`src/hw/rtl/mlpe_pkg.sv`:
```
package mlpe_pkg;

  // Network shape
  localparam int HIDDEN_ONE = 4;
  localparam int HIDDEN_TWO = 4;

  // Weight store layout, in load order
  localparam int OFS_L1     = 0;
  localparam int OFS_L2     = OFS_L1 + HIDDEN_ONE;
  localparam int OFS_L3     = OFS_L2 + HIDDEN_ONE * HIDDEN_TWO;
  localparam int OFS_B1     = OFS_L3 + HIDDEN_TWO;
  localparam int OFS_B2     = OFS_B1 + HIDDEN_ONE;
  localparam int OFS_B3     = OFS_B2 + HIDDEN_TWO;
  localparam int STORE_SIZE = OFS_B3 + 1;
  localparam int WADDR_W    = $clog2(STORE_SIZE);

  // Hidden value scratch: layer one values first, then layer two
  localparam int HID_DEPTH  = HIDDEN_ONE + HIDDEN_TWO;
  localparam int HADDR_W    = $clog2(HID_DEPTH);

  localparam int MAX_FANIN  = (HIDDEN_ONE > HIDDEN_TWO) ? HIDDEN_ONE : HIDDEN_TWO;
  localparam int CNT_W      = $clog2(MAX_FANIN + 1);

  // Q8.8 weight times Q16.16 input gives a Q24.24 product
  localparam int PROD_W     = 48;
  localparam int ACC_W      = PROD_W + $clog2(MAX_FANIN + 1);

  localparam logic [62:0] MAX63      = {63{1'b1}};
  localparam logic [32:0] SQRT_MAX63 = 33'd3037000499;
  localparam int          DIV_STEPS  = 63;

  // Item kinds
  localparam logic KIND_LOAD   = 1'b0;
  localparam logic KIND_SAMPLE = 1'b1;

  // Multiplier operand source
  typedef enum logic [1:0] {
    SRC_BIAS,
    SRC_X,
    SRC_HID
  } src_t;

  typedef struct packed {
    logic                    kind;
    logic [5:0]              weight_index;
    logic signed [15:0]      weight_value;
    logic signed [15:0]      x_value;
    logic signed [15:0]      target_value;
    logic                    last_sample;
  } item_t;

  typedef struct packed {
    logic signed [31:0]      net_out;
    logic [62:0]             sq_err;
    logic [62:0]             err_total;
    logic                    mean_valid;
    logic [62:0]             mean_err;
  } result_t;

  // One multiply-accumulate step issued by the sequencer
  typedef struct packed {
    logic                    valid;
    src_t                    src;
    logic                    first;
    logic                    last;
    logic                    final_op;
    logic [HADDR_W-1:0]      dest;
    logic [WADDR_W-1:0]      waddr;
    logic [HADDR_W-1:0]      haddr;
  } op_t;

endpackage

```
`src/hw/rtl/mlpe_mac.sv`:
```
module mlpe_mac (
  input  logic                 clk,
  input  logic                 rst,
  input  mlpe_pkg::op_t        cur,
  input  logic signed [15:0]   wdata,
  input  logic signed [15:0]   x_value,
  output logic                 hazard,
  output logic                 net_valid,
  output logic signed [31:0]   net
);
  import mlpe_pkg::*;

  logic signed [31:0]       hmem [HID_DEPTH];
  logic signed [31:0]       hid_q;
  op_t                      op1_next;
  op_t                      op1;
  op_t                      op2;
  op_t                      op3;
  logic                     issue;
  logic                     hwe;
  logic signed [31:0]       operand;
  logic signed [PROD_W-1:0] prod_next;
  logic signed [PROD_W-1:0] prod;
  logic signed [ACC_W-1:0]  acc;
  logic signed [ACC_W-1:0]  shifted;
  logic [ACC_W-32:0]        top_bits;
  logic signed [31:0]       res;

  function automatic logic writes_to(op_t o, logic [HADDR_W-1:0] a);
    return o.valid && o.last && !o.final_op && (o.dest == a);
  endfunction

  // Hold the step while a hidden value it needs is still in flight
  assign hazard = cur.valid && (cur.src == SRC_HID) &&
                  (writes_to(op1, cur.haddr) || writes_to(op2, cur.haddr) ||
                   writes_to(op3, cur.haddr));
  assign issue  = cur.valid && !hazard;

  // Tag the step entering the read stage; a held step enters as a bubble
  always_comb begin
    op1_next       = cur;
    op1_next.valid = issue;
  end

  // Select the multiplier input: one, x in Q16.16, or a hidden value
  always_comb begin
    case (op1.src)
      SRC_BIAS: operand = 32'sh0001_0000;
      SRC_X:    operand = {{8{x_value[15]}}, x_value, 8'h00};
      SRC_HID:  operand = hid_q;
      default:  operand = '0;
    endcase
  end

  assign prod_next = PROD_W'(wdata) * PROD_W'(operand);

  // Advance step tags through read, multiply and accumulate stages
  always_ff @(posedge clk) begin
    if (rst) begin
      op1 <= '0;
      op2 <= '0;
      op3 <= '0;
    end else begin
      op1 <= op1_next;
      op2 <= op1;
      op3 <= op2;
    end
  end

  // Register the product, then accumulate
  always_ff @(posedge clk) begin
    prod <= prod_next;
    if (op2.valid) begin
      acc <= op2.first ? ACC_W'(prod) : acc + ACC_W'(prod);
    end
  end

  // Drop eight fraction bits toward minus infinity and saturate to Q16.16
  assign shifted  = acc >>> 8;
  assign top_bits = shifted[ACC_W-1:31];

  always_comb begin
    if ((&top_bits) || !(|top_bits)) begin
      res = shifted[31:0];
    end else if (shifted[ACC_W-1]) begin
      res = {1'b1, 31'b0};
    end else begin
      res = {1'b0, {31{1'b1}}};
    end
  end

  // Write finished hidden values back, read the next step's operand
  assign hwe = op3.valid && op3.last && !op3.final_op;

  always_ff @(posedge clk) begin
    if (hwe) begin
      hmem[op3.dest] <= res;
    end
    hid_q <= hmem[cur.haddr];
  end

  assign net_valid = op3.valid && op3.last && op3.final_op;
  assign net       = res;

endmodule

```
`config.mk`:
```
export PLATFORM = sky130hd
export DESIGN_NAME = mlpe_mac
export DESIGN_NICKNAME = d
export VERILOG_FILES = /design/src/hw/rtl/mlpe_pkg.sv /design/src/hw/rtl/mlpe_mac.sv
export SDC_FILE = /design/constraint.sdc
export NUM_CORES = 2
export LEC_CHECK = 0
export ABC_CLOCK_PERIOD_IN_PS = 9700
export BUFFER_PORTS_ARGS = -buffer_cell sky130_fd_sc_hd__buf_2
export CAP_MARGIN = 5
export CORE_MARGIN = 4
export CORE_UTILIZATION = 55
export CTS_CLUSTER_DIAMETER = 100
export CTS_CLUSTER_SIZE = 16
export DETAILED_ROUTE_END_ITERATION = 10
export PLACE_DENSITY_LB_ADDON = 0.12
export SYNTH_ARGS = -nofsm -noshare
export SYNTH_HDL_FRONTEND = slang
export SYNTH_SLANG_ARGS = --single-unit
```
`constraint.sdc`:
```
create_clock -name clk -period 9.7 [get_ports clk]
set_clock_uncertainty 0.05 [all_clocks]
set_input_delay 0.485 -clock clk [delete_from_list [all_inputs] [get_ports clk]]
set_output_delay 0.485 -clock clk [all_outputs]
set_load 0.02 [all_outputs]
```
After elaboration in Yosys (flattened, before gate mapping)

Memories as Yosys holds them, arrays and structs flattened. A register that Yosys moved wholly into a read port is not among the register bits.
Cells that the tools add are included.

Add/subtract/negate cells: 1
$mul: 1
Div/mod/pow operators: 0
Order comparisons: 0
Eq/ne operators: 6
Shift operators: 0
Mux-type cells: 6
Bitwise logic cells: 0
Reduce and logical (&&, ||, !) cells: 24

Operators by type and width:

| cell               | number |
|---|---|
| $pmux 32 s3        | 1 |
| $mux 32            | 2 |
| $add 51x48->51     | 1 |
| $mux 51            | 1 |
| $mul 16x32->48     | 1 |
| $logic_and 1x1->1  | 13 |
| $reduce_and 12->1  | 1 |
| $reduce_or 12->1   | 1 |
| $eq 3x3->1         | 3 |
| $logic_not 1->1    | 5 |
| $eq 2x2->1 const B | 2 |
| $logic_or 1x1->1   | 3 |
| $eq 2x1->1 const B | 1 |
| $logic_not 2->1    | 1 |
| $mux 1             | 2 |

Register bits: 121
Bits in latches: 0
Bits in writable memories: 256
Memory bits (read-only): 0
Input port bits: 52
Output and inout port bits: 34
Logic and storage cells: 56
Memories kept: 1

Memory list:

| name | depth | width | read ports | clocked after Yosys merged registers in | wr ports | line           | text |
|---|---|---|---|---|---|---|---|
| hmem | 8     | 32    | 1          | 1                                       | 1        | mlpe_mac.sv:13 | `logic signed [31:0] hmem [HID_DEPTH];` |

Depth between registers and ports, before layout

Depth in word-level cells: 8
Mapped depth: 28
Mapped depth without buffers: 26

Worst setup path before layout

OpenSTA, ideal clock, no wires.

Path kind: reg-to-reg
From: register op1[15] (netlist name)
To: register prod[45]
Setup time: 0.072 ns
Arrival: 6.733 ns
Data required time: 9.578 ns
Path slack: 2.846 ns
Stages on the path, launching flop included: 26
Buffers on the path: 2
Period minus slack after synthesis: 6.854 ns
Path through: dfxtp_1 nor2b_1 clkbuf_1 a22o_1 clkbuf_1 nand2_1 fa_1 fa_1 fa_1 fa_1 inv_1 fa_1 inv_1 fa_1 inv_1 ha_1 and4_1 nor4b_1 nand3_1 a21oi_1 o2111ai_1 a21o_1 o2111ai_1 a31oi_1 o21bai_1 xor2_1

Cells in the longest elaborated chain, start to end: 3
Elaborated cells on any way between the ends: 5
Those cells by class: mul: 1; eq/ne: 2; mux: 1; reduce/logical: 1

RTL lines:

| what                                     | line           | text |
|---|---|---|
| from (decl)                              | mlpe_mac.sv:16 | `op_t op1;` |
| from (signal assigned)                   | mlpe_mac.sv:64 | `op1 <= op1_next;` |
| $eq 2x2->1, or another cell as far along | mlpe_mac.sv:47 | `case (op1.src)` |
| $pmux 32 s3 *                            | mlpe_mac.sv:47 |  |
| $mul 16x32->48 *                         | mlpe_mac.sv:55 | `assign prod_next = PROD_W'(wdata) * PROD_W'(operand);` |
| net prod_next[45]                        | mlpe_mac.sv:22 | `logic signed [PROD_W-1:0] prod_next;` |
| to (signal assigned)                     | mlpe_mac.sv:72 | `prod <= prod_next;` |
| to (decl)                                | mlpe_mac.sv:23 | `logic signed [PROD_W-1:0] prod;` |

Mark *: on every way through the listed nets, which the timed path passes. The rest lies on a longest branch.
A chain may end at the register's enable or synchronous reset.

Final worst setup path

Ends and elaborated chain as after synthesis.

==> summary.md <==
| Metric | Value |
|---|---|
| Status | complete, no violations |
| Min Hold Slack | 0.0841 ns |
| Port Buf Inserts | 79 |
| Async SR Flop Fraction | 0 |
| Reg power frac | 0.232 |
| Final core utilization | 0.588 |
| Clk pwr share | 0.111 |
| Share of cells above drive strength 1 | 0.0835 |
| Sum Neg Setup Slack | 0 ns |
| Final hold viol count | 0 |
| Max Buffers Root-to-Sink | 3 |
| Worst slew pin tran | 1.09 ns |
| Post-Syn Instances | 3241 |
| Initial DRC Count | 1878 |
| Area Overhead vs Synth | 5.82% |
| Type of origin of the critical path | flop |
| Switching share of power | 0.454 |
| Drt first pass iters | 5 |
| CP cell instances | nor2b_1, buf_4, a22o_1, nand2_1, fa_1, fa_1, fa_1, inv_1, fa_1, fa_1, fa_1, ha_1, and4_1, nor4b_1, nand3_1, a21oi_1, o2111ai_1, a21o_1, o2111ai_1, a31oi_1, o21bai_1, xor2_1 |
| Most frequent cell after synthesis | inv_1 |
| Vert. Die Dim | 261 µm |
| Crit path kind | reg2reg |
| Mean routed wirelength per cell | 20.2 µm |
| Worst vdd ir | 0.000199 V |
| DP Wirelength | 61500 µm |
| Number of synthesized flops with an enable pin | 307 |
| Resize count post-CTS | 0 |
| Overflow after GRT | 0 |
| Row count | 92 |
| Slew HR | 0.273 |
| F_max | 119 MHz |
| Antenna-violating nets left | 0 |
| Buf/Inv on CP | 2 |
| Vias in the first global route | 24452 |
| Yosys reg bits | 409 |
| TritonCTS Buffers | 29 |
| Synth Flop Type | edfxtp_1 |
| Fin nets | 3939 |
| Placer Congestion | 0.912 |
| All-Layer GR Usage | 0.253 |
| RSZ-0062 raised after global routing | false |
| Critical Path Sink Type | flop |
| Finish-stage setup viols | 0 |
| Synth cell count leaders | inv_1 (588), fa_1 (487), nand2_1 (428) |
| Die area | 67900 µm² |
| Sequential share of the synthesized area | 0.321 |
| Routed WL | 83000 µm |
| Via/cell ratio | 5.62 |
| CTS sink cnt | 409 |
| Crit path top cell by count | fa_1 |
| Post-CTS Setup Bufs | 0 |
| Vias | 23064 |
| Crit path max fanout | 16 |
| Syn avg cell area | 10.8 µm² |
| Power per cell area | 274 nW/µm² |
| Minimum clock period | 8.38 ns |
| Internal power | 5.55 mW |
| Die W | 261 µm |
| Syn. warnings | 0 |
| Fillers | 5325 |
| Mapped Area | 35100 µm² |
| Max-slew violations | 0 |
| Critical-path top delay cell | a22o_1 |
| Leakage | 16.2 nW |
| Largest net degree at the start of global routing | 72 |
| # H-tree levels | 1 |
| Number of remaining DRC errors | 0 |
| Initial antenna violation count | 1 |
| Global-route wire length before repair | 135000 µm |
| Worst skew pair latency | 0.57 ns |
| Mapped Nets | 3944 |
| Core Region | 63100 µm² |
| Root Driver | clkbuf_16 |
| Worst endpoint required time | 10.14 ns |
| CTS tree | done |
| Largest area contributor in the netlist | fa_1 |
| Worst path top cell family by delay | adder cells |
| Hold Crit Depth | 2 |
| Synth area leaders | fa_1 (28%), edfxtp_1 (26%), inv_1 (6.3%) |
| HP Class | in2reg |
| Slowest stage delay, CP | 0.85 ns |
| Yosys cell types | 67 |
| Num ports | 86 |
| Worst EP arrival | 8.82 ns |
| Comb power frac | 0.657 |
| Hold buffers post-CTS | 0 |
| ANT cells | 0 |
| Final Cycle Share | 0.864 |
| Reg2Reg Depth | 22 |
| Synth top area share | 0.278 |
| Initial Util | 0.556 |
| Psw | 4.61 mW |
| Critical path depth | 22 |
| Max cap viols | 0 |
| CTS clk-pin slew, worst paths | 0.07 ns |
stage by stage:
step	instances	worst slack (ns)	cell area, µm²	power [mW]
6_report	4104	1.32	37100	10.2
5_1_grt	4104	0.945	37100	11.2
4_1_cts	4104	1.43	37100	10.2
3_5_place_dp	4051	1.47	36300	8.88
3_3_place_gp	4051	1.51	36300	8.86
2_1_floorplan	3241	2.85	35100	7.31
worst reg2reg max path: stages (launching register included):
cell,delay (ns)
dfxtp_1,0.40
nor2b_1,0.71
buf_4,0.35
a22o_1,0.85
nand2_1,0.21
fa_1,0.55
fa_1,0.51
fa_1,0.52
inv_1,0.05
fa_1,0.55
fa_1,0.42
fa_1,0.52
ha_1,0.43
and4_1,0.25
nor4b_1,0.23
nand3_1,0.17
a21oi_1,0.29
o2111ai_1,0.24
a21o_1,0.26
o2111ai_1,0.29
a31oi_1,0.14
o21bai_1,0.16
xor2_1,0.17
power groups by stage:
| stage | sequential [mW] | combinational, mW | clock (mW) |
|---|---|---|---|
| CTS | 2.35 | 6.67 | 1.16 |
| global route | 2.37 | 7.58 | 1.24 |
| detailed placement | 2.38 | 6.50 | 0 |
| floorplan | 2.32 | 4.98 | 0 |
| finish | 2.35 | 6.68 | 1.13 |
| global placement | 2.39 | 6.47 | 0 |
routing by layer:
metal,vias up,global-route usage,share of wire
li1,10415,-,-
met4,0,0.0449,0.014
met3,98,0.0334,0.064
met1,11826,0.374,0.45
met5,-,0,0
met2,725,0.412,0.47
cell type report:
cell class,instances,area [µm²],share of cell area
multi-input cells,2094,21100,0.569
inverters,588,2210,0.0595
clock inverters,1,8.76,0.000236
repair buffers,114,661,0.0178
clock buffers,52,812,0.0219
flip-flops and latches,409,11300,0.303
well taps,846,1060,0.0285
flip-flops by register name, indices dropped and copies added (netlist names):
signal	cells
acc	51
op1	9
hid_q	32
op2	7
prod	48
hmem	256
op3	6
final timing paths:
check | startpoint | to | slack [ns]
min reg2reg | op1[14]$_SDFF_PP0_ | op2[14]$_SDFF_PP0_ | 0.39
max reg2reg | op1[15]$_SDFF_PP0_ | prod[45]$_DFF_P_ | 1.32
min | cur[12] | op1[12]$_SDFF_PP0_ | 0.08
max | op1[15]$_SDFF_PP0_ | prod[45]$_DFF_P_ | 1.32
cell families (layout without fill, tap and decap cells):
family	count (synthesis)	after routing	share of synthesized area
mux	100	100	0.0526
fa+ha+maj	651	651	0.336
compound gates	388	388	0.0692
flops	409	409	0.321
xor+xnor	107	107	0.0267
simple gates	848	848	0.115
buf+inv	738	755	0.0790
layout by cell type, fill, tap and decap left out, drive strengths merged, types with 4 or more instances in the layout:
cell,count
o2111ai,4
xnor2,72
nor4,5
a2111oi,5
clkbuf,52
nor2,72
mux2,34
buf,114
inv,589
a211oi,12
or3,7
edfxtp,307
o211ai,9
nand2,428
nand4,13
mux4,64
dfxtp,102
o21ai,128
xor2,35
and2,149
o21a,11
nor3,14
a22o,14
a31oi,12
a21oi,94
ha,164
nor2b,33
a21o,55
o21bai,19
nand2b,12
and3,66
nand3,29
fa,487
or2,7
(Power assumes the default switching activity.)
