**src/hw/rtl/mlpe_pkg.sv**
```systemverilog
package mlpe_pkg;

  // Network shape
  localparam int HIDDEN_ONE = 4;
  localparam int HIDDEN_TWO = 4;

  // Weight store layout, in load order
  localparam int OFS_L1     = 0;
  localparam int OFS_L2     = OFS_L1 + HIDDEN_ONE;
  localparam int OFS_L3     = OFS_L2 + HIDDEN_ONE * HIDDEN_TWO;
  localparam int OFS_B1     = OFS_L3 + HIDDEN_TWO;
  localparam int OFS_B2     = OFS_B1 + HIDDEN_ONE;
  localparam int OFS_B3     = OFS_B2 + HIDDEN_TWO;
  localparam int STORE_SIZE = OFS_B3 + 1;
  localparam int WADDR_W    = $clog2(STORE_SIZE);

  // Hidden value scratch: layer one values first, then layer two
  localparam int HID_DEPTH  = HIDDEN_ONE + HIDDEN_TWO;
  localparam int HADDR_W    = $clog2(HID_DEPTH);

  localparam int MAX_FANIN  = (HIDDEN_ONE > HIDDEN_TWO) ? HIDDEN_ONE : HIDDEN_TWO;
  localparam int CNT_W      = $clog2(MAX_FANIN + 1);

  // Q8.8 weight times Q16.16 input gives a Q24.24 product
  localparam int PROD_W     = 48;
  localparam int ACC_W      = PROD_W + $clog2(MAX_FANIN + 1);

  localparam logic [62:0] MAX63      = {63{1'b1}};
  localparam logic [32:0] SQRT_MAX63 = 33'd3037000499;
  localparam int          DIV_STEPS  = 63;

  // Item kinds
  localparam logic KIND_LOAD   = 1'b0;
  localparam logic KIND_SAMPLE = 1'b1;

  // Multiplier operand source
  typedef enum logic [1:0] {
    SRC_BIAS,
    SRC_X,
    SRC_HID
  } src_t;

  typedef struct packed {
    logic                    kind;
    logic [5:0]              weight_index;
    logic signed [15:0]      weight_value;
    logic signed [15:0]      x_value;
    logic signed [15:0]      target_value;
    logic                    last_sample;
  } item_t;

  typedef struct packed {
    logic signed [31:0]      net_out;
    logic [62:0]             sq_err;
    logic [62:0]             err_total;
    logic                    mean_valid;
    logic [62:0]             mean_err;
  } result_t;

  // One multiply-accumulate step issued by the sequencer
  typedef struct packed {
    logic                    valid;
    src_t                    src;
    logic                    first;
    logic                    last;
    logic                    final_op;
    logic [HADDR_W-1:0]      dest;
    logic [WADDR_W-1:0]      waddr;
    logic [HADDR_W-1:0]      haddr;
  } op_t;

endpackage

```
**src/hw/rtl/mlpe_div.sv**
```systemverilog
module mlpe_div (
  input  logic         clk,
  input  logic         rst,
  input  logic         start,
  input  logic [62:0]  dividend,
  input  logic [15:0]  divisor,
  output logic         done,
  output logic [62:0]  quotient
);
  import mlpe_pkg::*;

  localparam int                STEP_W    = $clog2(DIV_STEPS);
  localparam logic [STEP_W-1:0] STEP_LAST = STEP_W'(DIV_STEPS - 1);

  logic              busy;
  logic [STEP_W-1:0] step;
  logic [62:0]       quo;
  logic [15:0]       rem;
  logic [15:0]       dvs;
  logic [16:0]       trial;
  logic [16:0]       diff;
  logic              take;

  // One restoring step: shift in the next dividend bit, subtract if it fits
  assign trial = {rem, quo[62]};
  assign take  = (trial >= {1'b0, dvs});
  assign diff  = trial - {1'b0, dvs};

  always_ff @(posedge clk) begin
    if (rst) begin
      busy <= 1'b0;
      done <= 1'b0;
      step <= '0;
    end else begin
      // Flag the quotient for one cycle after the last step
      done <= busy && !start && (step == STEP_LAST);
      if (start) begin
        busy <= 1'b1;
        step <= '0;
        quo  <= dividend;
        rem  <= '0;
        dvs  <= divisor;
      end else if (busy) begin
        quo  <= {quo[61:0], take};
        rem  <= take ? diff[15:0] : trial[15:0];
        step <= step + 1'b1;
        if (step == STEP_LAST) begin
          busy <= 1'b0;
        end
      end
    end
  end

  assign quotient = quo;

endmodule

```
**config.mk**
```make
export PLATFORM = sky130hd
export DESIGN_NAME = mlpe_div
export DESIGN_NICKNAME = d
export VERILOG_FILES = /design/src/hw/rtl/mlpe_pkg.sv /design/src/hw/rtl/mlpe_div.sv
export SDC_FILE = /design/constraint.sdc
export NUM_CORES = 1
export LEC_CHECK = 0
export ABC_CLOCK_PERIOD_IN_PS = 18000
export BUFFER_PORTS_ARGS = -buffer_cell sky130_fd_sc_hd__buf_4
export CORE_MARGIN = 1.5
export CORE_UTILIZATION = 30
export CTS_BUF_LIST = sky130_fd_sc_hd__clkbuf_8
export CTS_CLUSTER_DIAMETER = 150
export DETAILED_ROUTE_END_ITERATION = 7
export HOLD_SLACK_MARGIN = 0.05
export PLACE_DENSITY = 0.57
export SLEW_MARGIN = 20
export SYNTH_ARGS = -nofsm -noshare
export SYNTH_HDL_FRONTEND = slang
export SYNTH_SLANG_ARGS = --single-unit
```
**constraint.sdc**
```tcl
create_clock -name clk -period 18 [get_ports clk]
set_input_delay 3.6 -clock clk [delete_from_list [all_inputs] [get_ports clk]]
set_output_delay 3.6 -clock clk [all_outputs]
set_load 0.05 [all_outputs]
```
Yosys cells after proc, flatten, opt, wreduce, memory -nomap -nowiden
Cells that the tools add are included.
- word-level logic and storage cells: 25
- bits of input ports: 82
- register bits after elaboration: 103
- output and inout port bits: 64
- add/sub/neg operators: 2
- muxes and demuxes: 7
- magnitude comparators: 1
- bitwise operators: 1
- reductions and logical operators: 7
- eq/ne operators: 1
- operator list (kind ; number):
    two-way mux 63 bit ; 2
    two-way mux 16 bit ; 2
    >= comparator 17 x 16 -> 1 bit ; 1
    subtractor 16 bit ; 1
    adder 6 x 1 -> 6 bit, second input constant ; 1
    equality test 6 bit, second input constant ; 1
    AND reduction 2 bit ; 2
    two-way mux 1 bit ; 3
    logical AND 1 bit ; 2
    nonzero test 2 bit ; 1
    OR reduction 2 bit ; 1
    zero test 1 bit ; 1
    inverter 1 bit ; 1

Longest topological paths before layout
Gate-level depths: netlist (run 1).
- depth in word-level cells: 4
- depth in mapped cells: 11
- mapped depth without buffers: 10

Least setup slack after synthesis (run 1)
OpenSTA, ideal clock, no wires.
- path type: input to register
- from: in start
- to: reg quo[0] (netlist: quotient[0]) (enable)
- data required time: 17.455 ns
- library setup time: 0.545 ns
- data arrival time: 7.856 ns
- slack: 9.599 ns
- path buffers: 1
- stages on the path: 3
- cells stage by stage: clkbuf_1 > inv_1 > a21oi_1
- longest elaborated chain between the ends: 2
- ends and longest elaborated chain (element ; RTL line ; RTL):
    from (decl) ; mlpe_div.sv:4 ; input logic start,
    nonzero test 2 bit (no line) ; n/a ;
    AND reduction 2 bit (no line) ; n/a ;
    to (signal assigned) ; mlpe_div.sv:40 ; quo <= dividend;
    to (signal assigned) ; mlpe_div.sv:44 ; quo <= {quo[61:0], take};
    to (decl) ; mlpe_div.sv:17 ; logic [62:0] quo;
Every way passes these cells.
A chain may end at the register's enable or synchronous reset.

Final worst setup path (run 1)
- from: in start
- to: reg quo[29] (netlist: quotient[29]) (enable)
The elaborated chain is that of the path after synthesis.

==> impl_metrics.toml, run 1 <==
[status]
status = "finished, final reports clean"

[cells_and_area]
final_common_cell = "buf_4"
final_nets = 621
register_area_um2 = 3010
drive_above_1_share = 0.465
fin_cells = 745
fillers = 1573
multi_input_area_um2 = 1970
antenna_cells = 0
final_cell_mix = "147 x buf_4, 95 x edfxtp_1, 62 x mux2_2, 31 x nor2_1, 24 x inv_1"
area_growth_pct = 30.3

[yosys]
synthFlopType = "edfxtp_1"
synth_cell_types = 53
syn_inst = 377
synthArstFlopShare = 0
synth_edf_count = 95
seq_area_frac_synth = 0.587
synth_seq_cells = 103
syn-num-nets = 478
avgSynthCellArea_um2 = 13.6
synth_warnings = 0
syn_area_um2 = 5130

[cts]
cts_made_buffers = 9
root_buffer = "clkbuf_8"
cts.clk_slew.worst_paths_ns = 0.11
numClockSinks = 103
cts_tree = "built"
ctsResizeCount = 0
cts_setup_buffers = 0
clk_path_buf_depth = 2
clk_latency_ns = 0.38
htree_num_levels = 3
postCtsHoldBufs = 0

[route]
drt-initial-drc-count = 138
vias_per_cell = 4.79
drcViolationCount = 0
routed_wirelength_mm = 12.3
first_pass_iters = 4
wl_per_cell_um = 16.5
num_vias = 3570
ant_nets = 0

[place]
detailed_place_hpwl_mm = 8.83
place_congestion = 0.839
portBuffers = 145
place_worst_setup_slack_ns = 12.02
dp_cells = 729

[flow_run]
cap_viol_max_count = 0

[sta]
setup_tns_ns = 0
slew_violations = 0
setup_violations = 0
tightest_slew_ns = 0.912
hold_viol = 0
setup_ws_ns = 12.41
final.period_utilization = 0.311
clock.fmax_mhz = 179
period_minus_slack_ns = 5.59
rsz0062_at_grt = "false"
slew-limit-headroom = 0.392
worst_clock_skew_ns = 0.00984

[global_routing]
grt.overflow.total = 0
grt_pass1_wl_mm = 20.1
antenna_found_initial = 0
grt_max_degree = 59
grt_usage = 0.143
grt_pass1_vias = 3737

[floorplanning]
core_um2 = 16600
die_height_um = 134
io_pins = 146
initial_utilization = 0.308
dieArea_um2 = 17900
die_w_um = 134
rows = 47

[power]
ir_worst_vdd_mv = 0.0384
powerDensity_nw_per_um2 = 95.9
leakagePower_nw = 2.66
finalPower_w = 0.000642

[setup_path]
cp_max_fo = 58
crit_arrival_ns = 5.60
crit_type = "primary input to register"
start_kind = "primary input"
required_ns = 18.01
crit_path_end_kind = "register"

[min_path]
hp-class = "register to register"
## worst paths after layout
check,from,end,slack [ns],cells past startpoint
hold / removal,step[5],step[5],0.52,2
setup / recovery,start,quotient[29],12.41,4
setup reg to reg,rem[5],rem[3],15.17,7
hold reg to reg,step[5],step[5],0.52,2
## sequential cells by signal, summed over array words and instances (netlist names)
name / cells
done: 1
step: 6
busy: 1
rem: 16
dvs: 16
quotient: 63
## critical path, cell delays in order
cell and delay [ns]:
buf_4 0.32, inv_1 0.23, a21oi_4 0.66, buf_4 0.72
## metal layers
layer	GRT usage	share of wire
met5	0	0
met4	0.0423	0.014
met3	0.0684	0.11
met2	0.214	0.44
met1	0.184	0.44
## metrics by stage
stage | util | hold slack [ns] | instance area [µm²]
after floorplan | - | 0.458 | 5130
after global placement | 0.387 | 0.469 | 6450
after detailed placement | 0.387 | 0.510 | 6450
after CTS | 0.402 | 0.525 | 6690
after global routing | 0.402 | 0.552 | 6690
final | 0.402 | 0.519 | 6690
## cells in the mapped netlist, types with 2 or more instances
cell type,number,area share
or3_1,3,0.0037
o21ai_0,11,0.011
or2_2,2,0.0024
dfxtp_1,8,0.031
nor3b_1,2,0.0029
nor2_1,32,0.023
a211o_1,2,0.0034
nand4_1,3,0.0037
clkbuf_1,10,0.0073
buf_6,3,0.0066
mux2_2,62,0.14
nand3b_1,2,0.0029
inv_1,24,0.018
a21oi_2,2,0.0034
a21o_1,2,0.0029
o31ai_1,3,0.0044
a21oi_1,14,0.014
ha_1,18,0.044
xnor2_1,7,0.012
a31o_2,3,0.0051
xor2_1,5,0.0085
a211oi_2,4,0.0097
a31oi_1,2,0.0024
a211oi_1,3,0.0044
nand3_1,6,0.0058
o31ai_2,2,0.0049
nand2_1,11,0.0080
nor3_1,3,0.0029
o21a_1,4,0.0058
mux2i_1,7,0.014
edfxtp_1,95,0.56
## kinds of logic (layout without fill, tap and decap cells)
group | count (synthesis) | in the layout | synth area share
flip-flops | 103 | 103 | 0.587
AND/OR/NAND/NOR | 72 | 72 | 0.0678
multiplexers | 70 | 70 | 0.153
AO/OA/AOI/OAI | 62 | 62 | 0.0914
buffers and inverters | 39 | 187 | 0.0331
adder cells (fa/ha/maj) | 19 | 19 | 0.0478
XOR/XNOR | 12 | 12 | 0.0205
## power by group
group,internal (W),leakage (nW),switching (W)
registers,0.000285,0.972,0.0000102
logic,0.0000680,1.56,0.000100
clock network,0.0000928,0.122,0.0000857
total,0.000445,2.66,0.000196
## area by class of cell
type | count | share of cell area
flip-flops and latches | 103 | 0.450
well taps | 220 | 0.0411
clock buffers | 9 | 0.0185
inverters | 24 | 0.0135
multi-input cells | 235 | 0.294
clock inverters | 7 | 0.0174
repair buffers | 147 | 0.165
Power figures use the tool's default switching activity.
==> run 2: changes to the inputs <==
ABC_CLOCK_PERIOD_IN_PS = 5300   (was 18000)
clock period = 5.3 ns   (was 18 ns; I/O delays follow)
==> impl_metrics.toml, run 2 (synthesis results as in run 1) <==
[power]
p_clk_frac = 0.239
p_int_w = 0.00138
p_comb_frac = 0.276
switching_share = 0.330
ir_worst_vdd_mv = 0.135
leakagePower_nw = 2.64
switchingPower_w = 0.000679
finalPower_w = 0.00206
p_seq_frac = 0.484
powerDensity_nw_per_um2 = 310

[route]
ant_nets = 0
num_vias = 3564
routed_wirelength_mm = 12.3
vias_per_cell = 4.78
drcViolationCount = 0
wl_per_cell_um = 16.5
drt-initial-drc-count = 167
first_pass_iters = 5

[global_routing]
grt.overflow.total = 0
antenna_found_initial = 0
grt_pass1_wl_mm = 19.4
grt_usage = 0.141
grt_pass1_vias = 3676
grt_max_degree = 81

[setup_path]
start_kind = "register"
cp_max_fo = 3
cpMaxStageDelayCell = "fa_1"
required_ns = 5.40
crit_arrival_ns = 2.87
crit_path_end_kind = "register"
critPathMostFrequentCell = "a21oi_1"
crit_type = "register to register"
critPathMaxStageDelay_ns = 0.42
cp_cell_sequence = "inv_1 > ha_1 > fa_1 > nand2b_1 > a21oi_1 > or3_1 > a41oi_1 > nor4bb_1 > o31ai_1 > a21oi_1"

[place]
detailed_place_hpwl_mm = 8.82
portBuffers = 145
place_congestion = 0.867
dp_cells = 730
place_worst_setup_slack_ns = 2.21

[sta]
hold_viol = 0
worst_clock_skew_ns = 0.0200
slew_violations = 0
clock.fmax_mhz = 360
setup_violations = 0
slew-limit-headroom = 0.291
tightest_slew_ns = 1.06
rsz0062_at_grt = "false"
final.period_utilization = 0.524
setup_tns_ns = 0
setup_ws_ns = 2.52
period_minus_slack_ns = 2.78

[status]
status = "finished, final reports clean"

[cells_and_area]
final_nets = 622
area_growth_pct = 29.4
final_common_cell = "buf_4"
antenna_cells = 0
fillers = 1606
fin_cells = 746
drive_above_1_share = 0.466
final_cell_mix = "148 x buf_4, 95 x edfxtp_1, 62 x mux2_2, 31 x nor2_1, 25 x inv_1"
register_area_um2 = 3010
multi_input_area_um2 = 1970
largest_reg_flops = 63

[cts]
cts_setup_buffers = 0
postCtsHoldBufs = 0
cts_made_buffers = 9
htree_num_levels = 3
cts.clk_slew.worst_paths_ns = 0.10
ctsResizeCount = 0
cts_tree = "built"
clk_latency_ns = 0.39
numClockSinks = 103
root_buffer = "clkbuf_8"
clk_path_buf_depth = 2

[floorplanning]
initial_utilization = 0.308
io_pins = 146
die_w_um = 134
dieArea_um2 = 17900
die_height_um = 134
rows = 47
core_um2 = 16600

[min_path]
hp-class = "register to register"

[flow_run]
cap_viol_max_count = 0
## run 2: cell types whose count changed in the layout (fill, tap and decap cells not counted)
| cell | change |
|---|---|
| inv_1 | +1 |
| bufinv_16 | -3 |
| buf_4 | +1 |
| clkinv_2 | -1 |
| clkinv_4 | +1 |
| clkinv_1 | -1 |
| inv_8 | +2 |
| inv_6 | +1 |
## run 2: cell type report
cell class	count	share of cell area
timing repair buffer	148	0.167
tap	220	0.0414
inverter	24	0.0136
sequential	103	0.453
clock inverter	7	0.00923
clock buffer	9	0.0186
multi-input combinational	235	0.296
## run 2: power by group through the flow
stage / Combinational, W / Sequential (W) / Clock [W]
2_1_floorplan: 0.000310 / 0.00112 / 0
3_3_place_gp: 0.000563 / 0.00101 / 0
3_5_place_dp: 0.000568 / 0.00102 / 0
4_1_cts: 0.000570 / 0.000999 / 0.000512
5_1_grt: 0.000615 / 0.00101 / 0.000537
6_report: 0.000569 / 0.000997 / 0.000493
## run 2: path summary, 6_finish.rpt
| kind | from | end | slack [ns] | depth (start not counted) |
|---|---|---|---|---|
| worst max-delay path | quotient[62] | rem[14] | 2.52 | 10 |
| worst min-delay path | step[5] | step[5] | 0.52 | 2 |
| worst max register to register | quotient[62] | rem[14] | 2.52 | 10 |
| worst min register to register | step[5] | step[5] | 0.52 | 2 |
## run 2: through the flow
step                      hold slack (ns)  utilization  cell area (µm²)
final                               0.521        0.399             6640
after global routing                0.554        0.399             6640
after CTS                           0.524        0.399             6640
after detailed placement            0.509        0.388             6450
after global placement              0.469        0.388             6450
after floorplan                     0.458            -             5140
## run 2: layer usage
metal	vias to the layer above	GRT usage	part of all wire	routed length, µm
li1	1711	-	-	-
met5	-	0	0	0
met3	6	0.0669	0.11	1300
met2	140	0.221	0.46	5660
met1	1707	0.168	0.42	5220
met4	0	0.0507	0.011	132
## run 2: worst max-delay path, delay by kind of cell, from the launching register on
family,cells,cell delay (ns)
buf+inv,1,0.05
flops,1,0.39
fa+ha+maj,2,0.65
compound gates,4,0.83
simple gates,3,0.57
==> run 3: changes to the inputs <==
ABC_CLOCK_PERIOD_IN_PS = 2400   (was 5300)
PLACE_DENSITY = 0.59   (was 0.57)
clock period = 2.4 ns   (was 5.3 ns; I/O delays follow)
==> impl_metrics.toml, run 3 (synthesis results as in run 1) <==
[status]
status = "finished with violations"
violations = "setup timing"

[place]
detailed_place_hpwl_mm = 9.76
dp_cells = 773
portBuffers = 145
place_congestion = 0.826
dpl-instance-area_um2 = 6850

[cts]
cts.clk_slew.worst_paths_ns = 0.11
htree_num_levels = 3
postCtsHoldBufs = 0
numClockSinks = 103
clk_latency_ns = 0.39
cts_tree = "built"
root_buffer = "clkbuf_8"
clk_path_buf_depth = 2
cts_made_buffers = 9

[sta]
period_minus_slack_ns = 2.52
clock.fmax_mhz = 397
setup_violations = 12
rsz0062_at_grt = "true"
slew_violations = 0
slew-limit-headroom = 0.753
setup_ws_ns = -0.120
tightest_slew_ns = 0.371
hold_viol = 0
worst_clock_skew_ns = 0.00899
final.period_utilization = 1.05
whs_ns = 0.266

[route]
wl_per_cell_um = 16.9
routed_wirelength_mm = 13.5
first_pass_iters = 4
ant_nets = 0
drt-initial-drc-count = 154
vias_per_cell = 4.74
num_vias = 3790
drcViolationCount = 0

[floorplanning]
rows = 47
core_um2 = 16600
io_pins = 146
dieArea_um2 = 17900
die_height_um = 134
initial_utilization = 0.308
die_w_um = 134

[min_path]
min-delay-start = "divisor[7]"
whs_path_depth = 1
hp-class = "primary input to register"

[global_routing]
grt_pass1_vias = 4106
met3_usage = 0.0593
gr-usage-met2 = 0.256
grt_usage = 0.156
grt.overflow.total = 0
busiest_layer = "met2"
met1_usage = 0.184
antenna_found_initial = 0
grt_max_degree = 52
grt_pass1_wl_mm = 21.4

[cells_and_area]
largest_reg_flops = 63
fin_cells = 800
final_cell_mix = "193 x buf_4, 95 x edfxtp_1, 62 x mux2_2, 29 x nor2_1, 22 x inv_1"
final_common_cell = "buf_4"
antenna_cells = 0
post-route-cell-area_um2 = 7310
drive_above_1_share = 0.567
area_growth_pct = 42.5
final_util = 0.440
final_nets = 676

[power]
ir_worst_vdd_mv = 0.316
leakagePower_nw = 2.94
finalPower_w = 0.00494
powerDensity_nw_per_um2 = 676

[flow_run]
cap_viol_max_count = 0

[setup_path]
setup.worst_path.start = "rem[5]"
reg2regPathDepth = 9
start_kind = "register"
r2r-start = "rem[5]"
required_ns = 2.54
crit_path_end_kind = "register"
crit_type = "register to register"
crit_arrival_ns = 2.66
cp_max_fo = 4
run 3: cell types whose count changed in the layout (fill, tap and decap cells not counted), moves of 3 or more:
cell and change:
a21oi_1 -3, inv_1 -3, nor2_4 +3, ha_2 +3
buf_4 +45, buf_12 +3, ha_1 -4, buf_6 +6
inv_6 -3
run 3: worst paths after layout:
| path | to | slack [ns] |
|---|---|---|
| setup / recovery | quotient[0] | -0.12 |
| hold / removal | dvs[7] | 0.27 |
| setup reg to reg | quotient[0] | -0.12 |
| hold reg to reg | step[5] | 0.51 |
run 3: layer usage:
layer	share of wire	vias to the layer above
li1	-	1811
met1	0.42	1839
met3	0.087	14
met2	0.48	126
met5	0	-
met4	0.017	0
run 3: power by group:
| group | total (W) | switching [W] | leakage, nW | internal, W |
|---|---|---|---|---|
| Clock | 0.00107 | 0.000678 | 0.0944 | 0.000391 |
| Combinational | 0.00167 | 0.000894 | 1.88 | 0.000776 |
| Sequential | 0.00221 | 0.0000740 | 0.972 | 0.00213 |
run 3: critical path, cell delays in order, from the launching register on:
cell and delay (ns):
edfxtp_1 0.45, ha_4 0.24, a211o_1 0.29, a21oi_4 0.17
nand3_2 0.13, a2111oi_4 0.40, nor2_4 0.11, buf_6 0.14
buf_6 0.11, mux2_4 0.25
run 3: layout make-up:
class | count | area, µm²
Clock buffer | 9 | 124
Clock inverter | 7 | 56.3
Multi-Input combinational cell | 235 | 2180
Fill cell | 1545 | 9330
Timing Repair Buffer | 202 | 1580
Inverter | 24 | 92.6
Tap cell | 220 | 275
Sequential cell | 103 | 3010
run 3: timing repair:
item / 4_1_cts / 5_1_grt
endpoints found under the setup margin: 16 / 17
gates resized for setup: 29 / 14
pin swaps: 13 / 6
buffers inserted: 9 / 2
cloned: 0 / 0
run 3: per-stage QoR:
step	worst slack (ns)	setup TNS [ns]
final	-0.120	-0.628
after global routing	-0.190	-2.15
after detailed placement	-0.191	-1.13
after global placement	-0.119	-0.452
after CTS	-0.0925	-0.363
after floorplan	-0.134	-3.52
