## src/hw/rtl/mlpe_pkg.sv

```systemverilog
package mlpe_pkg;

  // Network shape
  localparam int HIDDEN_ONE = 4;
  localparam int HIDDEN_TWO = 4;

  // Weight store layout, in load order
  localparam int OFS_L1     = 0;
  localparam int OFS_L2     = OFS_L1 + HIDDEN_ONE;
  localparam int OFS_L3     = OFS_L2 + HIDDEN_ONE * HIDDEN_TWO;
  localparam int OFS_B1     = OFS_L3 + HIDDEN_TWO;
  localparam int OFS_B2     = OFS_B1 + HIDDEN_ONE;
  localparam int OFS_B3     = OFS_B2 + HIDDEN_TWO;
  localparam int STORE_SIZE = OFS_B3 + 1;
  localparam int WADDR_W    = $clog2(STORE_SIZE);

  // Hidden value scratch: layer one values first, then layer two
  localparam int HID_DEPTH  = HIDDEN_ONE + HIDDEN_TWO;
  localparam int HADDR_W    = $clog2(HID_DEPTH);

  localparam int MAX_FANIN  = (HIDDEN_ONE > HIDDEN_TWO) ? HIDDEN_ONE : HIDDEN_TWO;
  localparam int CNT_W      = $clog2(MAX_FANIN + 1);

  // Q8.8 weight times Q16.16 input gives a Q24.24 product
  localparam int PROD_W     = 48;
  localparam int ACC_W      = PROD_W + $clog2(MAX_FANIN + 1);

  localparam logic [62:0] MAX63      = {63{1'b1}};
  localparam logic [32:0] SQRT_MAX63 = 33'd3037000499;
  localparam int          DIV_STEPS  = 63;

  // Item kinds
  localparam logic KIND_LOAD   = 1'b0;
  localparam logic KIND_SAMPLE = 1'b1;

  // Multiplier operand source
  typedef enum logic [1:0] {
    SRC_BIAS,
    SRC_X,
    SRC_HID
  } src_t;

  typedef struct packed {
    logic                    kind;
    logic [5:0]              weight_index;
    logic signed [15:0]      weight_value;
    logic signed [15:0]      x_value;
    logic signed [15:0]      target_value;
    logic                    last_sample;
  } item_t;

  typedef struct packed {
    logic signed [31:0]      net_out;
    logic [62:0]             sq_err;
    logic [62:0]             err_total;
    logic                    mean_valid;
    logic [62:0]             mean_err;
  } result_t;

  // One multiply-accumulate step issued by the sequencer
  typedef struct packed {
    logic                    valid;
    src_t                    src;
    logic                    first;
    logic                    last;
    logic                    final_op;
    logic [HADDR_W-1:0]      dest;
    logic [WADDR_W-1:0]      waddr;
    logic [HADDR_W-1:0]      haddr;
  } op_t;

endpackage

```

## src/hw/rtl/mlpe_wstore.sv

```systemverilog
module mlpe_wstore (
  input  logic                           clk,
  input  logic                           rst,
  input  logic                           we,
  input  logic [mlpe_pkg::WADDR_W-1:0]   waddr,
  input  logic signed [15:0]             wdata,
  input  logic [mlpe_pkg::WADDR_W-1:0]   raddr,
  output logic signed [15:0]             rdata
);
  import mlpe_pkg::*;

  logic signed [15:0]    mem [STORE_SIZE];
  logic signed [15:0]    mem_q;
  logic [STORE_SIZE-1:0] live;
  logic                  live_q;

  // Write one slot, read one slot with a registered output
  always_ff @(posedge clk) begin
    if (we) begin
      mem[waddr] <= wdata;
    end
    mem_q <= mem[raddr];
  end

  // Track written slots; an unwritten slot reads as zero
  always_ff @(posedge clk) begin
    if (rst) begin
      live   <= '0;
      live_q <= 1'b0;
    end else begin
      if (we) begin
        live[waddr] <= 1'b1;
      end
      live_q <= live[raddr];
    end
  end

  assign rdata = live_q ? mem_q : '0;

endmodule

```

## config.mk

```make
export PLATFORM = sky130hd
export DESIGN_NAME = mlpe_wstore
export DESIGN_NICKNAME = d
export VERILOG_FILES = /design/src/hw/rtl/mlpe_pkg.sv /design/src/hw/rtl/mlpe_wstore.sv
export SDC_FILE = /design/constraint.sdc
export NUM_CORES = 1
export LEC_CHECK = 0
export BUFFER_PORTS_ARGS = -buffer_cell sky130_fd_sc_hd__buf_2
export CAP_MARGIN = 30
export CORE_MARGIN = 10
export CORE_UTILIZATION = 35
export CTS_CLUSTER_DIAMETER = 30
export DETAILED_ROUTE_END_ITERATION = 12
export PLACE_DENSITY = 0.53
export SYNTH_ARGS = -nofsm -noshare
export SYNTH_HDL_FRONTEND = slang
export SYNTH_SLANG_ARGS = --single-unit
```

## constraint.sdc

```tcl
create_clock -name clk -period 3 [get_ports clk]
set_clock_uncertainty 0.15 [all_clocks]
set_input_delay 0.6 -clock clk [delete_from_list [all_inputs] [get_ports clk]]
set_output_delay 0.6 -clock clk [all_outputs]
set_load 0.02 [all_outputs]
```

Word level (Yosys, flattened, before mapping)
Memories as Yosys holds them, arrays and structs flattened. A register that Yosys moved wholly into a read port is not among the register bits.
Index checks and enable logic that the tools add are counted.
W data, S select, Z words.

storage, ports and cells
  word-level logic and storage cells = 15
  memories kept = 1
  bits in registers = 34
  bits in writable memories = 528

memories
  name  words  width  rd ports  clocked after memory_dff  wr ports  RTL line           RTL
  mem   33     16     1         1                         1         mlpe_wstore.sv:12  logic signed [15:0] mem [STORE_SIZE];

cells by class
  muxes and demuxes = 7
  reduce and logical (&&, ||, !) cells = 1
  bitwise gates (word level) = 1
  $lt $le $gt $ge = 3

operators with widths
  operator              count
  $or A33 B33 Y33       1
  $mux W16              1
  $lt A6 B7 Y1 const B  2
  $bmux W1 S6           1
  $demux W1 S6          1
  $ge A6 B1 Y1 const B  1
  $mux W1               4
  $logic_and A1 B1 Y1   1

Logic depth before layout (Yosys ltp)
Gate-level depths: netlist (run 1).

  depth after elaboration = 5
  depth in mapped cells = 8

Worst setup path after synthesis (run 1)
OpenSTA, ideal clock, no wires.

  path kind = input -> register
  start = input waddr[3] (netlist name)
  end = memory mem[5][0], enable pin
  slack = 0.265 ns
  data arrival time = 2.195 ns
  stages = 3
  required time = 2.460 ns
  buffers on the path = 1
  path through = or4b_2 clkbuf_1 nor2_1

RTL lines
  what                RTL line           RTL
  start: declaration  mlpe_wstore.sv:5   input logic [mlpe_pkg::WADDR_W-1:0] waddr,
  end: declaration    mlpe_wstore.sv:12

No word-level cell before the write port.

Final worst setup path (run 1)
  start = register live_q
  end = output rdata[4]

between the ends
  longest elaborated chain between the ends = 1

ends and longest elaborated chain
  what                      RTL line           RTL
  start: declaration        mlpe_wstore.sv:15  logic live_q;
  start signal: assignment  mlpe_wstore.sv:34  live_q <= live[raddr];
  $mux W16                  mlpe_wstore.sv:38  assign rdata = live_q ? mem_q : '0;
  end: declaration          mlpe_wstore.sv:8   output logic signed [15:0] rdata

No other way between the ends.

==> impl_metrics.yaml, run 1 <==
drt:
  drt_first_iter_violations: 878
  totalWireLength_mm: 53.8
  routed_wire_length_per_instance_microns: 24.8
  drt.antenna.violating_nets: 0
  via_count: 11200
  detail_route.vias_per_cell: 5.15
  drt_first_pass_iters: 5
  drt_drc_violations_left: 0
global_route:
  global_routing_usage_summed_across_all_routing_layers_pct: 14.6
  global_route_wire_length_before_repair_mm: 79.2
  first_global_vias: 11700
  antenna_found_initial: 1
  pin_count_of_the_biggest_net_entering_global_routing: 38
  grt_remaining_overflow: 0
sta:
  final.setup.worst_slack_ns: 0.315
  period_share_pct: 89.5
  finalHoldViolCount: 0
  final-setup-viol-count: 0
  achievable-frequency_mhz: 372
  setup-tns-final_ns: 0
  fin_crit_ns: 2.68
  max_slew.worst_pin.slew_ns: 0.749
  relSlewSlack_pct: 50.0
  slew_violations: 0
  rsz0062_at_grt: "no"
setup_path:
  timing.rr.start: "mem[25][3]"
  crit_start: "live_q"
  register_to_register_path_setup_slack_ns: 1.03
  critPathArrivalTime_ns: 1.93
  critPathRequiredTime_ns: 2.25
  worst_r2r_path_depth: 5
  critical_path_fanouts_max: 17
  timing.critical_path.from_type: "flop"
  timing.critical_path.to: "rdata[4]"
  rr_endpoint: "mem_q[3]"
  worstSetupEndpointType: "primary output"
  crit_type: "reg -> out"
place:
  numPlacedInstances: 1974
  post-dp-hpwl_mm: 31.6
  dp_slack_ns: 0.141
  global_placement_routability_congestion: 0.762
  dpl_cell_area_sq_um: 23700
  portBuffers: 46
run:
  max_cap_violations: 0
logic_synthesis:
  synthesis.nets: 1104
  synth.ff_latch_count: 578
  top_ff_cell_synth: "edfxtp_1"
  yosys.area.top_type_share_pct: 72.3
  netlist_instances: 1073
  ys_async_sr_fraction_pct: 0
  netlist-cell-type-count: 48
  ys.warnings.count: 0
  synth.cell_area_sq_um: 21900
  synth-seq-area-share_pct: 76.9
  synth_area_leaders: "edfxtp_1, mux4_2, dfxtp_1"
  synth-edff-count: 528
  post-synth-top-area-cell: "edfxtp_1"
  syn-mean-instance-area_sq_um: 20.4
power_and_ir_drop:
  p_leak_nw: 9.08
  sw_frac_of_total_pct: 20.0
  switching_power_mw: 4.34
  power_per_cell_area_nw_per_um2: 791
  power_mw: 21.7
  power.share.combinational_pct: 3.4
  power_internal_mw: 17.3
  share_seq_of_total_power_pct: 41.1
  power_frac_clock_pct: 55.5
  irDropWorstVdd_uv: 453
clock_tree:
  ctsResizeCount: 0
  cts_setup_buffers: 0
  cts_made_buffers: 107
  cts_sinks: 578
  cts_root_buffer: "clkbuf_16"
  clock_latency_ns: 0.63
  clk_transition_reported_paths_ns: 0.05
  cts-hold-fix-buffers: 0
  number_of_h_tree_branching_levels: 3
  clock_tree_from_tritoncts: "done"
  clockBufferDepth: 3
layout:
  design.final.nets: 1277
  filler_cell_count: 5289
  area_growth_syn_to_layout_pct: 24.9
  share_of_layout_cells_above_drive_strength_1_pct: 34.1
  final_design_area_no_fill_sq_um: 27400
  post_layout_nonfiller_instances: 2172
floorplan:
  core_area_sq_um: 61800
  dieWidth_microns: 270
  num_rows: 91
  start_util_pct: 35.5
  top_level_ports: 47
  die_area_sq_um: 73000
  die-height_microns: 270
worst_hold_path:
  hold_path.class: "in -> reg"
run_status:
  outcome: "completed"
-- flip-flops by register name, indices dropped and copies added, names as in the netlist --
name	count
mem	528
mem_q	16
live_q	1
live	33
-- cell usage after synthesis, drive strengths merged (14+ instances only) --
cell,count
edfxtp,528
nor2,103
and2,18
o221ai,14
nand2,18
clkbuf,23
buf,36
mux2i,38
o22ai,24
mux4,120
dfxtp,50
-- per-stage QoR --
stage	util (%)	hold slack (ns)
2_1_floorplan	-	0.262
3_3_place_gp	38.3	0.277
3_5_place_dp	38.3	0.281
4_1_cts	44.3	0.245
5_1_grt	44.3	0.302
6_report	44.3	0.289
-- how the worst min path moves through the flow --
stage / from / end / slack [ns] / cells past startpoint
after floorplan: mem[32][14] / mem_q[14] / 0.26 / 2
after global placement: mem[32][10] / mem_q[10] / 0.28 / 2
after detailed placement: mem[32][7] / mem_q[7] / 0.28 / 2
after CTS: raddr[5] / live_q / 0.24 / 3
after global routing: raddr[5] / live_q / 0.30 / 3
final: raddr[5] / live_q / 0.29 / 3
-- cell families after synthesis --
kind of cell,share of synthesized area [%]
buf+inv,1.60
simple gates,3.85
compound gates,3.40
mux,14.3
flops,76.9
-- layout by cell type, fill, tap and decap left out, types with 5 or more instances in the layout --
cell type     n
clkinvlp_4    9
buf_2        43
clkbuf_16   111
clkinv_2     18
o221ai_1     14
dfxtp_1      50
clkbuf_1     11
o41ai_1      12
and2_1       18
o22ai_1      24
a211oi_1     12
nor2_2       32
mux4_2      118
edfxtp_1    528
nand3_1       5
a22o_1       12
nor2b_1       9
buf_4        66
buf_12       13
clkinv_1     14
bufinv_16    15
nor2_1       71
clkinv_4      9
nand2_1      18
mux2i_1      38
clkbuf_8      8
-- cell type report --
type                            instances  area [sq um]  area share [%]
Multi-Input combinational cell        434          4790            17.5
Antenna cell                            1          2.50         0.00914
Inverter                                2          7.51          0.0274
Clock inverter                         68           766            2.80
Tap cell                              837          1050            3.83
Clock buffer                          129          2920            10.7
Sequential cell                       578         16900            61.6
Timing Repair Buffer                  123           985            3.60
-- worst max-delay path, stage by stage, from the launching register on --
cell     delay (ns)
dfxtp_1        0.80
and2_1         0.31
buf_2          0.20
-- per-layer routing --
metal	vias up	part of all wire (%)	GRT usage, %
met4	0	2.2	4.32
li1	4819	-	-
met1	5921	46	20.4
met2	359	46	22.3
met3	89	6.0	3.57
met5	-	0	0
-- power groups by stage --
stage	Combinational (mW)	Sequential (mW)	Clock [mW]
2_1_floorplan	0.420	9.04	0
3_3_place_gp	0.735	9.05	0
3_5_place_dp	0.746	9.05	0
4_1_cts	0.747	8.91	12.2
5_1_grt	0.787	8.90	12.6
6_report	0.732	8.91	12.0
Power figures use the tool's default switching activity.
==> inputs of run 2 (changes only) <==
--- a/config.mk
+++ b/config.mk
@@ -12,6 +12,7 @@
 export CTS_CLUSTER_DIAMETER = 30
 export DETAILED_ROUTE_END_ITERATION = 12
 export PLACE_DENSITY = 0.53
+export RECOVER_POWER = 100
 export SYNTH_ARGS = -nofsm -noshare
 export SYNTH_HDL_FRONTEND = slang
 export SYNTH_SLANG_ARGS = --single-unit
==> run 2 against run 1 <==
The flow now finishes with violations (capacitance limit, slew limit). Global-route usage unchanged. Critical path depth unchanged. Fmax fell by 1.7%. Register-to-register slack hardly changed. Critical path type unchanged. Sequential cell count stayed put. Wire length is 0.18% higher.
==> impl_metrics.yaml, run 2 (same netlist as run 1, synthesis figures left out) <==
clock_tree:
  ctsResizeCount: 0
  cts_setup_buffers: 0
  clockBufferDepth: 3
  cts-hold-fix-buffers: 0
  cts_made_buffers: 107
  number_of_h_tree_branching_levels: 3
  clock_tree_from_tritoncts: "done"
  clk_transition_reported_paths_ns: 0.05
  cts_root_buffer: "clkbuf_16"
  cts_sinks: 578
  clock_latency_ns: 0.63
global_route:
  first_global_vias: 11700
  grt_remaining_overflow: 0
  pin_count_of_the_biggest_net_entering_global_routing: 38
  global_route_wire_length_before_repair_mm: 79.2
  global_routing_usage_summed_across_all_routing_layers_pct: 14.6
  antenna_found_initial: 1
run_status:
  outcome: "complete, but fails checks"
  violations: "capacitance limit, slew limit"
sta:
  achievable-frequency_mhz: 366
  max_slew.worst_pin.slew_ns: 1.67
  fin_crit_ns: 2.73
  period_share_pct: 91.1
  finalHoldViolCount: 0
  final-setup-viol-count: 0
  setup-tns-final_ns: 0
  relSlewSlack_pct: -11.5
  slew_violations: 214
  rsz0062_at_grt: "no"
layout:
  share_of_layout_cells_above_drive_strength_1_pct: 29.2
  design.final.nets: 1277
  filler_cell_count: 5343
  layout.cells.most_common_list: "edfxtp_1, mux4_2, clkbuf_16"
  largest_reg_flops: 528
  commonest_non_fill_non_tap_cell_in_the_layout: "edfxtp_1"
  top_regs: "mem: 528 flops, live: 33 flops, mem_q: 16 flops"
  registers.top_by_ff_count: "mem"
  area_growth_syn_to_layout_pct: 23.6
  final_core_utilization_pct: 43.8
drt:
  via_count: 11200
  drt_first_pass_iters: 7
  drt_first_iter_violations: 892
  drt.antenna.violating_nets: 0
  routed_wire_length_per_instance_microns: 24.8
  detail_route.vias_per_cell: 5.15
  totalWireLength_mm: 53.9
  drt_drc_violations_left: 0
power_and_ir_drop:
  power_frac_clock_pct: 55.5
  share_seq_of_total_power_pct: 41.2
  sw_frac_of_total_pct: 20.0
  power.share.combinational_pct: 3.3
  irDropWorstVdd_uv: 453
  power_internal_mw: 17.3
  p_leak_nw: 8.94
  switching_power_mw: 4.33
  power_per_cell_area_nw_per_um2: 798
setup_path:
  timing.critical_path.from_type: "flop"
  critical_path_fanouts_max: 17
  critPathArrivalTime_ns: 1.98
  critPathRequiredTime_ns: 2.25
  critical-path-max-stage-delay_ns: 0.83
  critical_path.cell_chain: "and2_0 > buf_2"
  crit_type: "reg -> out"
  worstSetupEndpointType: "primary output"
  critical_path_top_delay_cell: "dfxtp_1"
floorplan:
  dieWidth_microns: 270
  start_util_pct: 35.5
  num_rows: 91
  core_area_sq_um: 61800
  die_area_sq_um: 73000
  top_level_ports: 47
  die-height_microns: 270
place:
  post-dp-hpwl_mm: 31.6
  global_placement_routability_congestion: 0.762
  portBuffers: 46
worst_hold_path:
  hold_path.class: "in -> reg"
run:
  max_cap_violations: 11
## run 2: cell types whose count changed in the layout (fill, tap and decap cells not counted), moves of 4 or more
cell / previous run / this run
and2_0: 0 / 12
clkbuf_2: 0 / 4
dlymetal6s2s_1: 0 / 5
buf_4: 66 / 38
nor2_1: 71 / 81
clkbuf_1: 11 / 62
buf_2: 43 / 20
nor2_2: 32 / 22
buf_12: 13 / 3
and2_1: 18 / 6
## run 2: power groups by stage
stage,logic [mW],clock network [mW],registers (mW)
finish,0.717,12.0,8.91
global route,0.773,12.6,8.91
CTS,0.747,12.2,8.91
detailed placement,0.746,0,9.05
global placement,0.735,0,9.05
floorplan,0.420,0,9.04
## run 2: per-layer routing
layer  vias to the layer above  wire length [microns]  track usage, %
met5                         -                      0               0
met4                         0                   1100            4.32
li1                       4819                      -               -
met1                      5922                  24600            20.4
met3                        85                   3290            3.57
met2                       365                  24900            22.3
## run 2: final timing paths
check,startpoint,endpoint,slack [ns],cells past startpoint
max,live_q,rdata[15],0.27,2
min,raddr[5],live_q,0.27,3
max reg2reg,mem[24][3],mem_q[3],1.03,5
min reg2reg,mem[32][7],mem_q[7],0.30,2
## run 2: critical path: cells and delay by family, from the launching register on
| kind | cells | cell delay (ns) |
|---|---|---|
| buf+inv | 1 | 0.21 |
| simple gates | 1 | 0.32 |
| flops | 1 | 0.83 |
## run 2: area by class of cell
type	instances	area, sq um	area share [%]
sequential	578	16900	62.2
multi-input combinational	434	4770	17.6
clock buffer	129	2920	10.8
tap	837	1050	3.86
clock inverter	68	766	2.83
timing repair buffer	123	741	2.73
inverter	2	7.51	0.0277
antenna	1	2.50	0.00923
## run 2: through the flow
step	cell area, sq um	hold WS (ns)	setup slack (ns)	std cells	power, mW
floorplan	21900	0.262	0.265	1073	9.46
CTS	27400	0.245	0.324	2171	21.8
global placement	23700	0.277	0.164	1974	9.79
global route	27100	0.302	0.214	2171	22.3
detailed placement	23700	0.281	0.141	1974	9.80
finish	27100	0.273	0.268	2172	21.6
==> inputs of run 3 (changes only) <==
--- a/config.mk
+++ b/config.mk
@@ -6,12 +6,12 @@
 export NUM_CORES = 1
 export LEC_CHECK = 0
 export BUFFER_PORTS_ARGS = -buffer_cell sky130_fd_sc_hd__buf_2
-export CAP_MARGIN = 30
+export CAP_MARGIN = 0
 export CORE_MARGIN = 10
-export CORE_UTILIZATION = 35
+export CORE_UTILIZATION = 40
 export CTS_CLUSTER_DIAMETER = 30
 export DETAILED_ROUTE_END_ITERATION = 12
-export PLACE_DENSITY = 0.53
+export PLACE_DENSITY = 0.58
 export RECOVER_POWER = 100
 export SYNTH_ARGS = -nofsm -noshare
 export SYNTH_HDL_FRONTEND = slang
==> run 3 against run 2 <==
The flow still finishes with violations (capacitance limit, slew limit). Via count is 0.22% higher. Wire length shrank 0.78%. Non-clock buffer count decreased by 4. Combinational power is 2% higher. Global-route usage increased by 2.2 points. First-iteration DRC count is 5.2% higher. Hold slack better by 0.0046 ns. Die area is 12% lower. Sequential cell count did not move. Count of clock-buffer cells in the layout decreased by 10. Critical path type unchanged. Utilization grew 6.0 points. Fmax up 1.1%.
==> impl_metrics.yaml, run 3 (same netlist as run 1, synthesis figures left out) <==
run_status:
  outcome: "complete, but fails checks"
  violations: "capacitance limit, slew limit"
sta:
  final-setup-viol-count: 0
  fin_crit_ns: 2.70
  slew_violations: 447
  finalHoldViolCount: 0
  max_slew.worst_pin.slew_ns: 1.67
  period_share_pct: 90.1
  relSlewSlack_pct: -11.4
  setup-tns-final_ns: 0
  achievable-frequency_mhz: 370
  rsz0062_at_grt: "no"
place:
  numPlacedInstances: 1829
  global_placement_routability_congestion: 0.800
  post-dp-hpwl_mm: 31.4
  portBuffers: 46
layout:
  filler_cell_count: 4380
  layout.cells.most_common_list: "edfxtp_1, mux4_2, clkbuf_16"
  share_of_layout_cells_above_drive_strength_1_pct: 29.3
  top_regs: "mem: 528 flops, live: 33 flops, mem_q: 16 flops"
  design.final.nets: 1272
  area.sequential_sq_um: 16900
  post_layout_nonfiller_instances: 2028
  multi_input_logic_area_sq_um: 4780
  registers.top_by_ff_count: "mem"
  final_core_utilization_pct: 49.9
  commonest_non_fill_non_tap_cell_in_the_layout: "edfxtp_1"
  area_growth_syn_to_layout_pct: 22.9
  largest_reg_flops: 528
setup_path:
  critical_path.cell_chain: "and2_0 > buf_2"
  crit_buf_inv: 1
  crit_type: "reg -> out"
  critical_path_top_delay_cell: "dfxtp_1"
  critPathArrivalTime_ns: 1.95
  worstSetupEndpointType: "primary output"
  timing.critical_path.from_type: "flop"
  critical-path-max-stage-delay_ns: 0.79
  critPathRequiredTime_ns: 2.25
  critical_path_fanouts_max: 17
  critical_path.top_delay_family: "flip-flops"
clock_tree:
  clock_tree_from_tritoncts: "done"
  cts_root_buffer: "clkbuf_16"
  ctsResizeCount: 0
  cts_made_buffers: 106
  cts-hold-fix-buffers: 0
  clock_latency_ns: 0.62
  clockBufferDepth: 3
  clk_transition_reported_paths_ns: 0.05
  cts_sinks: 578
  number_of_h_tree_branching_levels: 3
  cts_setup_buffers: 0
floorplan:
  die_area_sq_um: 64600
  start_util_pct: 40.6
  die-height_microns: 254
  num_rows: 85
  top_level_ports: 47
  core_area_sq_um: 54000
  dieWidth_microns: 254
drt:
  routed_wire_length_per_instance_microns: 26.4
  detail_route.vias_per_cell: 5.53
  drt_drc_violations_left: 0
  via_count: 11200
  drt_first_pass_iters: 5
  drt_first_iter_violations: 938
  drt.antenna.violating_nets: 0
  totalWireLength_mm: 53.5
worst_hold_path:
  hold_path.class: "reg -> reg"
global_route:
  global_routing_usage_summed_across_all_routing_layers_pct: 16.8
  grt_remaining_overflow: 0
  first_global_vias: 11600
  global_route_wire_length_before_repair_mm: 78.3
  pin_count_of_the_biggest_net_entering_global_routing: 37
  antenna_found_initial: 2
power_and_ir_drop:
  irDropWorstVdd_uv: 739
  p_leak_nw: 8.82
  power_per_cell_area_nw_per_um2: 809
run:
  max_cap_violations: 17
==> run 3: cell types whose count changed in the layout (fill, tap and decap cells not counted), moves of 4 or more <==
cell / before / now
dlymetal6s2s_1: 5 / 1
clkinvlp_4: 9 / 16
inv_6: 3 / 8
clkbuf_8: 8 / 2
buf_4: 38 / 30
clkbuf_1: 62 / 70
clkinv_1: 14 / 9
==> run 3: routing by layer <==
metal	GRT usage, %	share of wire (%)	up-vias
met5	0	0.064	-
met3	4.61	6.6	78
met4	5.83	2.6	4
met1	23.0	44	5898
li1	-	-	4808
met2	25.5	47	428
==> run 3: power by group <==
part / total (mW) / internal (mW) / switching [mW]
logic: 0.730 / 0.276 / 0.454
clock network: 12.2 / 8.20 / 3.96
registers: 8.91 / 8.89 / 0.0235
==> run 3: layout make-up <==
class | count | area share, %
clock inverters | 79 | 3.51
clock buffers | 119 | 10.3
diodes | 1 | 0.00929
inverters | 2 | 0.0279
well taps | 696 | 3.23
repair buffers | 119 | 2.60
multi-input cells | 434 | 17.7
flip-flops and latches | 578 | 62.6
==> run 3: worst paths after layout <==
check              start        end  slack, ns  cells after the start
max               live_q   rdata[4]       0.30                      2
min           mem[32][2]   mem_q[2]       0.28                      2
max reg2reg  mem[14][15]  mem_q[15]       1.15                      4
min reg2reg   mem[32][2]   mem_q[2]       0.28                      2
==> run 3: stage by stage <==
| step | hold WS, ns | power, mW | setup WS, ns | cell area [sq um] |
|---|---|---|---|---|
| 3_3_place_gp | 0.274 | 9.79 | 0.129 | 23400 |
| 4_1_cts | 0.283 | 22.0 | 0.341 | 27200 |
| 3_5_place_dp | 0.276 | 9.81 | 0.0821 | 23400 |
| 2_1_floorplan | 0.262 | 9.46 | 0.265 | 21900 |
| 5_1_grt | 0.309 | 22.4 | 0.167 | 26900 |
| 6_report | 0.278 | 21.8 | 0.297 | 26900 |
==> run 3: worst reg2reg max path, cell delays in order (launching register included) <==
cell       delay, ns
edfxtp_1        0.36
mux4_2          0.46
mux2_2          0.28
a2111oi_2       0.36
a2bb2oi_1       0.11
